File: src/hw/rtl/tmon_pkg.sv
// ----------------------------------------------------------------------------
// tmon_pkg: shared types and constants for the temperature threshold monitor
// Command and alarm codes, register indexes, reset values, item/result types.
// ----------------------------------------------------------------------------
`default_nettype none

package tmon_pkg;

    // command codes
    localparam logic [2:0] CMD_SAMPLE    = 3'd0;
    localparam logic [2:0] CMD_TICK      = 3'd1;
    localparam logic [2:0] CMD_LOW_DOWN  = 3'd2;
    localparam logic [2:0] CMD_LOW_UP    = 3'd3;
    localparam logic [2:0] CMD_HIGH_DOWN = 3'd4;
    localparam logic [2:0] CMD_HIGH_UP   = 3'd5;

    // alarm codes
    localparam logic [1:0] ALARM_NONE  = 2'd0;
    localparam logic [1:0] ALARM_ABOVE = 2'd1;
    localparam logic [1:0] ALARM_BELOW = 2'd2;

    // configuration register indexes
    localparam int unsigned CFG_ADDR_W = 2;
    localparam logic [CFG_ADDR_W-1:0] REG_WINDOW_LENGTH = 2'd0;
    localparam logic [CFG_ADDR_W-1:0] REG_LIMIT_FLOOR   = 2'd1;
    localparam logic [CFG_ADDR_W-1:0] REG_LIMIT_CEILING = 2'd2;
    localparam int unsigned CFG_DATA_W = 32;

    // reset values
    localparam logic [31:0]       WINDOW_LENGTH_RST = 32'd3600;
    localparam logic signed [7:0] LIMIT_FLOOR_RST   = -8'sd40;
    localparam logic signed [7:0] LIMIT_CEILING_RST = 8'sd125;
    localparam logic signed [7:0] LOW_LIMIT_RST     = 8'sd18;
    localparam logic signed [7:0] HIGH_LIMIT_RST    = 8'sd30;

    // default fraction bits of a sample
    localparam int FRAC_BITS_DEF = 8;

    // stream widths (fields packed from bit 0, padded to bytes)
    localparam int unsigned S_TDATA_W = 24;
    localparam int unsigned M_TDATA_W = 56;

    typedef struct packed {
        logic [2:0]         command;
        logic signed [15:0] sample_value;
    } tmon_item_t;

    typedef struct packed {
        logic               valid_out;
        logic signed [7:0]  high_out;
        logic signed [7:0]  low_out;
        logic signed [15:0] max_out;
        logic signed [15:0] min_out;
        logic [1:0]         alarm;
    } tmon_result_t;

endpackage

`default_nettype wire

File: src/hw/rtl/tmon_in_stage.sv
// ----------------------------------------------------------------------------
// tmon_in_stage: input register
// Captures one input transaction; refills in the same cycle it drains.
// ----------------------------------------------------------------------------
`default_nettype none

module tmon_in_stage (
    input  wire                      clk,
    input  wire                      rst_n,
    input  wire                      in_valid,
    output logic                     in_ready,
    input  tmon_pkg::tmon_item_t     in_item,
    output logic                     item_valid,
    input  wire                      item_ready,
    output tmon_pkg::tmon_item_t     item
);

    logic                 valid_reg;
    logic                 valid_next;
    tmon_pkg::tmon_item_t item_reg;
    logic                 load;

    assign in_ready   = !valid_reg || item_ready;
    assign load       = in_valid && in_ready;
    assign item_valid = valid_reg;
    assign item       = item_reg;

    always_comb
    begin
        if (load)
        begin
            valid_next = 1'b1;
        end
        else if (item_ready)
        begin
            valid_next = 1'b0;
        end
        else
        begin
            valid_next = valid_reg;
        end
    end

    always_ff @(posedge clk or negedge rst_n)
    begin
        if (!rst_n)
        begin
            valid_reg <= 1'b0;
        end
        else
        begin
            valid_reg <= valid_next;
        end
    end

    always_ff @(posedge clk)
    begin
        if (load)
        begin
            item_reg <= in_item;
        end
    end

endmodule

`default_nettype wire

File: src/hw/rtl/tmon_core.sv
// ----------------------------------------------------------------------------
// tmon_core: monitor state, single-pass update and result register
// Holds config, thresholds, window min/max and the tick counter.
// ----------------------------------------------------------------------------
`default_nettype none

module tmon_core #(
    parameter int FRAC_BITS = tmon_pkg::FRAC_BITS_DEF
) (
    input  wire                                 clk,
    input  wire                                 rst_n,
    input  wire                                 cfg_we,
    input  wire  [tmon_pkg::CFG_ADDR_W-1:0]     cfg_addr,
    input  wire  [tmon_pkg::CFG_DATA_W-1:0]     cfg_wdata,
    input  wire                                 item_valid,
    output logic                                item_ready,
    input  tmon_pkg::tmon_item_t                item,
    output logic                                result_valid,
    input  wire                                 result_ready,
    output tmon_pkg::tmon_result_t              result
);

    // compare width: sample or scaled threshold, plus a sign guard bit
    localparam int SCALED_W = 8 + FRAC_BITS;
    localparam int CMP_W    = ((SCALED_W > 16) ? SCALED_W : 16) + 1;

    logic [31:0]       window_length_reg;
    logic signed [7:0] limit_floor_reg;
    logic signed [7:0] limit_ceiling_reg;

    logic signed [7:0]  low_limit_reg,  low_limit_next;
    logic signed [7:0]  high_limit_reg, high_limit_next;
    logic signed [15:0] window_min_reg, window_min_next;
    logic signed [15:0] window_max_reg, window_max_next;
    logic               window_valid_reg, window_valid_next;
    logic [31:0]        elapsed_ticks_reg, elapsed_ticks_next;

    logic                   result_valid_reg, result_valid_next;
    tmon_pkg::tmon_result_t result_reg, result_next;

    logic               step;
    logic [1:0]         alarm;
    logic signed [8:0]  low_w, high_w, floor_w, ceil_w, t_low, t_high;
    logic signed [CMP_W-1:0] s_ext, hi_scaled, lo_scaled;
    logic [31:0]        elapsed_eff;
    logic               restart;

    assign item_ready   = !result_valid_reg || result_ready;
    assign step         = item_valid && item_ready;
    assign result_valid = result_valid_reg;
    assign result       = result_reg;

    // configuration writes
    always_ff @(posedge clk or negedge rst_n)
    begin
        if (!rst_n)
        begin
            window_length_reg <= tmon_pkg::WINDOW_LENGTH_RST;
            limit_floor_reg   <= tmon_pkg::LIMIT_FLOOR_RST;
            limit_ceiling_reg <= tmon_pkg::LIMIT_CEILING_RST;
        end
        else if (cfg_we)
        begin
            case (cfg_addr)
                tmon_pkg::REG_WINDOW_LENGTH: window_length_reg <= cfg_wdata[31:0];
                tmon_pkg::REG_LIMIT_FLOOR:   limit_floor_reg   <= cfg_wdata[7:0];
                tmon_pkg::REG_LIMIT_CEILING: limit_ceiling_reg <= cfg_wdata[7:0];
                default: ;
            endcase
        end
    end

    // one item, one pass
    always_comb
    begin
        low_limit_next     = low_limit_reg;
        high_limit_next    = high_limit_reg;
        window_min_next    = window_min_reg;
        window_max_next    = window_max_reg;
        window_valid_next  = window_valid_reg;
        elapsed_ticks_next = elapsed_ticks_reg;
        alarm              = tmon_pkg::ALARM_NONE;

        low_w   = 9'(low_limit_reg);
        high_w  = 9'(high_limit_reg);
        floor_w = 9'(limit_floor_reg);
        ceil_w  = 9'(limit_ceiling_reg);
        t_low   = low_w;
        t_high  = high_w;

        s_ext     = CMP_W'(item.sample_value);
        hi_scaled = CMP_W'(high_limit_reg) <<< FRAC_BITS;
        lo_scaled = CMP_W'(low_limit_reg) <<< FRAC_BITS;

        // first sample counts as zero elapsed ticks
        elapsed_eff = window_valid_reg ? elapsed_ticks_reg : 32'd0;
        restart     = !window_valid_reg || (elapsed_eff >= window_length_reg);

        case (item.command)
            tmon_pkg::CMD_SAMPLE:
            begin
                window_valid_next = 1'b1;
                if (restart)
                begin
                    window_min_next    = item.sample_value;
                    window_max_next    = item.sample_value;
                    elapsed_ticks_next = 32'd0;
                end
                else
                begin
                    if (item.sample_value > window_max_reg)
                    begin
                        window_max_next = item.sample_value;
                    end
                    if (item.sample_value < window_min_reg)
                    begin
                        window_min_next = item.sample_value;
                    end
                end
                if (s_ext > hi_scaled)
                begin
                    alarm = tmon_pkg::ALARM_ABOVE;
                end
                else if (s_ext < lo_scaled)
                begin
                    alarm = tmon_pkg::ALARM_BELOW;
                end
            end
            tmon_pkg::CMD_TICK:
            begin
                if (elapsed_ticks_reg != '1)
                begin
                    elapsed_ticks_next = elapsed_ticks_reg + 32'd1;
                end
            end
            tmon_pkg::CMD_LOW_DOWN, tmon_pkg::CMD_LOW_UP:
            begin
                if (item.command == tmon_pkg::CMD_LOW_DOWN)
                begin
                    t_low = low_w - 9'sd1;
                    if (t_low < floor_w)
                    begin
                        t_low = floor_w;
                    end
                end
                else
                begin
                    t_low = low_w + 9'sd1;
                    if (t_low > ceil_w)
                    begin
                        t_low = ceil_w;
                    end
                end
                low_limit_next = t_low[7:0];
                if (high_w < t_low)
                begin
                    high_limit_next = t_low[7:0];
                end
            end
            tmon_pkg::CMD_HIGH_DOWN:
            begin
                t_high = high_w - 9'sd1;
                if (t_high < low_w)
                begin
                    t_high = low_w;
                end
                high_limit_next = t_high[7:0];
            end
            tmon_pkg::CMD_HIGH_UP:
            begin
                t_high = high_w + 9'sd1;
                if (t_high > ceil_w)
                begin
                    t_high = ceil_w;
                end
                if (t_high < low_w)
                begin
                    t_high = low_w;
                end
                high_limit_next = t_high[7:0];
            end
            default: ;
        endcase

        result_next.alarm     = alarm;
        result_next.min_out   = window_min_next;
        result_next.max_out   = window_max_next;
        result_next.low_out   = low_limit_next;
        result_next.high_out  = high_limit_next;
        result_next.valid_out = window_valid_next;

        if (step)
        begin
            result_valid_next = 1'b1;
        end
        else if (result_ready)
        begin
            result_valid_next = 1'b0;
        end
        else
        begin
            result_valid_next = result_valid_reg;
        end
    end

    always_ff @(posedge clk or negedge rst_n)
    begin
        if (!rst_n)
        begin
            low_limit_reg     <= tmon_pkg::LOW_LIMIT_RST;
            high_limit_reg    <= tmon_pkg::HIGH_LIMIT_RST;
            window_min_reg    <= 16'sd0;
            window_max_reg    <= 16'sd0;
            window_valid_reg  <= 1'b0;
            elapsed_ticks_reg <= 32'd0;
            result_valid_reg  <= 1'b0;
        end
        else
        begin
            result_valid_reg <= result_valid_next;
            if (step)
            begin
                low_limit_reg     <= low_limit_next;
                high_limit_reg    <= high_limit_next;
                window_min_reg    <= window_min_next;
                window_max_reg    <= window_max_next;
                window_valid_reg  <= window_valid_next;
                elapsed_ticks_reg <= elapsed_ticks_next;
            end
        end
    end

    always_ff @(posedge clk)
    begin
        if (step)
        begin
            result_reg <= result_next;
        end
    end

endmodule

`default_nettype wire

File: src/hw/rtl/temperature_threshold_monitor.sv
// ----------------------------------------------------------------------------
// temperature_threshold_monitor: threshold alarms and windowed min/max
// Samples, ticks and threshold buttons in; one status transaction out per item.
// ----------------------------------------------------------------------------
//
//  channel   | direction | handshake                | payload
//  ----------+-----------+--------------------------+---------------------------
//  s_axis    | in        | s_tvalid / s_tready      | s_tdata: command, sample
//  m_axis    | out       | m_tvalid / m_tready      | m_tdata: alarm .. valid
//  cfg       | in        | cfg_we (always taken)    | cfg_addr, cfg_wdata
//
//  Throughput is one transaction per cycle while m_tready stays high; an
//  accepted input goes to the input register, then the single-pass update
//  loads the result register, which drives m_tvalid, with the monitor state.
//  rst_n clears both valid flags, the window and the tick counter, sets the
//  thresholds to 18 / 30 and loads the config reset values.
//  When m_tready is low the result register holds; the input register still
//  takes one more transaction, then s_tready drops until the result drains.
//  Config writes take effect the next cycle; issue them only while idle.
// ----------------------------------------------------------------------------
`default_nettype none

module temperature_threshold_monitor #(
    parameter int FRAC_BITS = tmon_pkg::FRAC_BITS_DEF
) (
    input  wire                                 clk,
    input  wire                                 rst_n,
    // config write port: 0 window_length, 1 limit_floor, 2 limit_ceiling
    input  wire                                 cfg_we,
    input  wire  [tmon_pkg::CFG_ADDR_W-1:0]     cfg_addr,
    input  wire  [tmon_pkg::CFG_DATA_W-1:0]     cfg_wdata,
    // input stream
    input  wire                                 s_tvalid,
    output logic                                s_tready,
    // s_tdata, lsb up: command[2:0], sample_value[18:3], zero pad [23:19]
    input  wire  [tmon_pkg::S_TDATA_W-1:0]      s_tdata,
    // result stream
    output logic                                m_tvalid,
    input  wire                                 m_tready,
    // m_tdata, lsb up: alarm[1:0], min_out[17:2], max_out[33:18],
    // low_out[41:34], high_out[49:42], valid_out[50], zero pad [55:51]
    output logic [tmon_pkg::M_TDATA_W-1:0]      m_tdata
);

    tmon_pkg::tmon_item_t   in_item;
    tmon_pkg::tmon_item_t   item;
    tmon_pkg::tmon_result_t result;
    logic                   item_valid;
    logic                   item_ready;

    // unpack the input transaction: command, then sample_value
    assign in_item = {s_tdata[2:0], s_tdata[18:3]};

    tmon_in_stage u_in_stage (
        .clk        (clk),
        .rst_n      (rst_n),
        .in_valid   (s_tvalid),
        .in_ready   (s_tready),
        .in_item    (in_item),
        .item_valid (item_valid),
        .item_ready (item_ready),
        .item       (item)
    );

    tmon_core #(
        .FRAC_BITS (FRAC_BITS)
    ) u_core (
        .clk          (clk),
        .rst_n        (rst_n),
        .cfg_we       (cfg_we),
        .cfg_addr     (cfg_addr),
        .cfg_wdata    (cfg_wdata),
        .item_valid   (item_valid),
        .item_ready   (item_ready),
        .item         (item),
        .result_valid (m_tvalid),
        .result_ready (m_tready),
        .result       (result)
    );

    // pack the result, first field in the low bits
    assign m_tdata = {5'd0,
                      result.valid_out,
                      result.high_out,
                      result.low_out,
                      result.max_out,
                      result.min_out,
                      result.alarm};

endmodule

`default_nettype wire

File: config.mk
export PLATFORM = sky130hd
export DESIGN_NAME = temperature_threshold_monitor
export DESIGN_NICKNAME = d
export VERILOG_FILES = /design/src/hw/rtl/tmon_pkg.sv /design/src/hw/rtl/tmon_in_stage.sv /design/src/hw/rtl/tmon_core.sv /design/src/hw/rtl/temperature_threshold_monitor.sv
export SDC_FILE = /design/constraint.sdc
export NUM_CORES = 1
export LEC_CHECK = 0
export ABC_CLOCK_PERIOD_IN_PS = 5200
export BUFFER_PORTS_ARGS = -buffer_cell sky130_fd_sc_hd__buf_2
export CORE_MARGIN = 2
export CORE_UTILIZATION = 24
export CTS_CLUSTER_SIZE = 12
export DETAILED_ROUTE_END_ITERATION = 8
export MAX_ROUTING_LAYER = met4
export SLEW_MARGIN = 20
export SYNTH_ARGS = -nofsm -noshare
export SYNTH_HDL_FRONTEND = slang
export SYNTH_HIERARCHICAL = 1
export SYNTH_SLANG_ARGS = --single-unit
File: constraint.sdc
create_clock -name clk -period 5.2 [get_ports clk]
set_clock_uncertainty 0.1 [all_clocks]
set_input_delay 0.78 -clock clk [delete_from_list [all_inputs] [get_ports clk]]
set_output_delay 0.78 -clock clk [all_outputs]
set_load 0.05 [all_outputs]
==> impl_results.md <==
* Total Power at 10200 µW
* Final Critical Period at ~5000 ps
* Num CTS Buffers at 25
* Metal3 WL at about 1800 µm
* Mux cell area share after synthesis at a little under 9%
* Drt via density at 4.80
* Async SR Flop Fraction at between 60% and 70%
* Critical Path Sink Type: register
* Die W at roughly 240 µm
* Max FO, Critical Path at 5
* Area Growth Syn to Fin at 27.8%
* Max stage delay on crit path at between 500 and 600 ps
* Most frequent cell after synthesis: ha_1
* #FFs+latches synth at ~200
* Post-CTS Hold Buffers at 0
* Height of the die at between 200 and 250 µm
* Avg Inst Size Synth at between 9 and 10 µm²
* Crit-path slowest cell: dfstp_2
* Final core utilization at about 31%
* CTS tree: done
* Slew Viols, Final at 0
* Routed len/inst at roughly 17 µm
* Worst skew pair latency at between 500 and 600 ps
* Max Buffers Root-to-Sink at 3
* Leakage at approximately 0.0073 µW
* Synth top area cells: dfrtp_1 (21%), edfxtp_1 (16%), ha_1 (13%), mux2_1 (4.1%), dfstp_2 (4.0%)
* Die ar. at 56200 µm²
* Critical Path Source Type: register
* Worst path most repeated cell: buf_4
* Number of global-route vias before repair at between 10k and 15k
* Yosys warns at 6
* Post-synthesis adder-cell area fraction at between 10 and 15%
* Gr ovfl total at 0
* EDFF count, synth at 70
* Met1 WL at ~18000 µm
* Detailed-route via count at 10.8k
* Max_cap viols at 0
* CP Data Required Time at between 5000 and 6000 ps
* Post-DP HPWL at about 29000 µm
* Nets@finish at ~1.7k
* Yosys cell types at between 70 and 80
* Worst-Margin Slew at around 1000 ps
* Post-Syn Instances at 1328
* Fmax at 0.195 GHz
* Fin worst setup slack at between 70 and 80 ps
* Drt pass-1 iters at 4
* CTS sink count at ~200
* CTS root buffer: clkbuf_16
* Row count at 85
* Post-Syn Area at 13000 µm²
* Status: finished clean
* Core area at between 50000 and 60000 µm²
* Largest family of logic cells by synthesized area: simple AND/OR/NAND/NOR gates
* DRC at 0
* Fillcell total at 5472
* Most frequent cells after synthesis: ha_1 (134), inv_1 (120), dfrtp_1 (111)
* Compound-Gate Fraction of Synth Area at about 14%
* Post-place setup slack at -216 ps
* Gr usage total at 14.1%
* Final wirelength at 39500 µm
* Share of the synthesized area in the top cell type at approximately a fifth
* Initial antenna violation count at 2
* WS Path Type: reg -> reg
* Setup repair after global routing missed its margin: true
* Fin crit share at a little over nine tenths
* XOR/XNOR share of the synthesized area at under 10%
* Max-slew headroom at 33.9%
* Antenna-violating nets left at 0
* Hold Fails Final Rpt at 0
* Largest net degree at the start of global routing at between 100 and 150
* Final setup fails at 0
* Layout cells sized above 1 at between 20 and 30%
* HP Class: in -> async
* Reg clk slew, reported paths at 70 ps
* Pwr dens at about 610 nW/µm²
* Post-Synth Simple-Gate Area at 15.3%
* Drt initial violations at 592
* Post-synthesis sequential area ratio at about two fifths
* Global-route wire length before repair at between 60000 and 70000 µm
* Worst path arrival time at ~5300 ps
* I/O Pins at about 120
* Cell taking the most area after synthesis: dfrtp_1
* IO Port Bufs at 110
* Max reg flops at a little over 50
* Top routing layer used: met4
* Starting Density at 24.3%
* Crit path cell chain: inv_2, nor4_4, buf_4, nand4_1, xnor2_2, ha_1, nand3_2, or3_1, o211ai_1, mux2i_1, buf_4, buf_4, mux2i_4, inv_2, ha_1, a21o_1, a221o_1, a31oi_1, a21boi_4, o22ai_2, nand2_1, a31oi_2, a31oi_2, o22ai_2
* Met2 wire len at approximately 19000 µm
* H-Tree Depth at 1
* Peak VDD IR at 0.285 mV
* Ys flop type: dfrtp_1
* Placer Congestion at roughly 0.90
-- power by group --
part	switching (µW)	leakage, µW	internal, µW
registers	254	0.00229	2120
clock network	707	0.000397	1040
logic	3360	0.00465	2710
total	4320	0.00734	5870
-- final timing paths --
path                                      startpoint                         to  slack [ps]  cells past startpoint
max                         u_core/high_limit_reg[3]          u_core/result[42]          70                     24
min                                            rst_n   u_core/high_limit_reg[0]         230                      1
max reg2reg                 u_core/high_limit_reg[3]          u_core/result[42]          70                     24
min reg2reg                u_core/window_min_reg[13]  u_core/window_min_reg[13]         410                      1
max in group asynchronous                      rst_n    u_core/low_limit_reg[4]        3820                      2
min in group clk                         s_tdata[18]        u_in_stage/item[15]         310                      1
-- cell type report --
| type | instances | area [µm²] | share of cell area (%) |
|---|---|---|---|
| Antenna cell | 2 | 5.00 | 0.0300 |
| Clock buffer | 32 | 692 | 4.15 |
| Clock inverter | 13 | 128 | 0.766 |
| Inverter | 122 | 460 | 2.76 |
| Multi-Input combinational cell | 954 | 7530 | 45.2 |
| Sequential cell | 201 | 5410 | 32.5 |
| Tap cell | 696 | 871 | 5.23 |
| Timing Repair Buffer | 239 | 1570 | 9.41 |
-- layout by cell type, fill, tap and decap left out, types with 9 or more instances in the layout --
cell / netlist / final
or3_1: 11 / 9
o31ai_1: 15 / 15
and2_1: 33 / 33
xnor2_1: 20 / 16
nor2_1: 68 / 62
nand3_1: 43 / 39
ha_1: 134 / 125
nor3_1: 35 / 30
a21oi_2: 0 / 9
nand4_1: 32 / 32
nand2b_1: 13 / 13
or4_1: 9 / 9
dfrtp_1: 111 / 110
o21ai_1: 12 / 11
mux2_2: 41 / 39
and3_1: 13 / 11
dfstp_2: 20 / 20
a21oi_1: 69 / 57
buf_2: 5 / 109
edfxtp_1: 70 / 70
o21ai_0: 78 / 74
mux2_1: 48 / 48
a211oi_1: 16 / 10
o21a_1: 9 / 9
a21o_1: 27 / 27
nand2_1: 99 / 96
a22o_1: 9 / 9
buf_4: 8 / 123
clkbuf_16: 0 / 25
inv_1: 120 / 113
mux2i_1: 15 / 10
-- worst max-delay path: cells and delay by family, from the launching register on --
family                     cells  cell delay (ps)
AOI/OAI and AO/OA              9             1690
xor gates and xnor gates       1              200
adders and majority gates      2              500
buffers and inverters          5              640
DFF                            1              550
muxes                          2              310
and+or+nand+nor                5              840
-- timing repair --
action                     4_1_cts  5_1_grt
setup buffers                    0       15
gates cloned                     0        2
gates resized for setup         15      109
pin swaps                        5       44
hold endpoints to repair         0        0
setup endpoints to repair       14       16
-- stage by stage --
step / TNS, ps / hold WS (ps) / cell area (µm²) / cells
6_report: 0 / 230 / 16700 / 2259
5_1_grt: -1540 / 300 / 16700 / 2259
4_1_cts: 0 / 290 / 16000 / 2240
3_5_place_dp: -1530 / 396 / 15100 / 2195
3_3_place_gp: -1130 / 390 / 15100 / 2195
2_1_floorplan: 0 / 373 / 13100 / 1332
-- kinds of logic after synthesis --
kind of cell               count (synthesis)
and+or+nand+nor                          393
AOI/OAI and AO/OA                        291
DFF                                      201
buffers and inverters                    179
adders and majority gates                134
muxes                                    104
xor gates and xnor gates                  25
other                                      1
-- layer usage --
layer | up-vias | track usage (%)
li1 | 5247 | -
met3 | 69 | 2.08
met2 | 239 | 23.0
met4 | 0 | 3.97
met5 | - | -
met1 | 5281 | 18.3
Note: power is estimated with default switching activity, not from simulation.
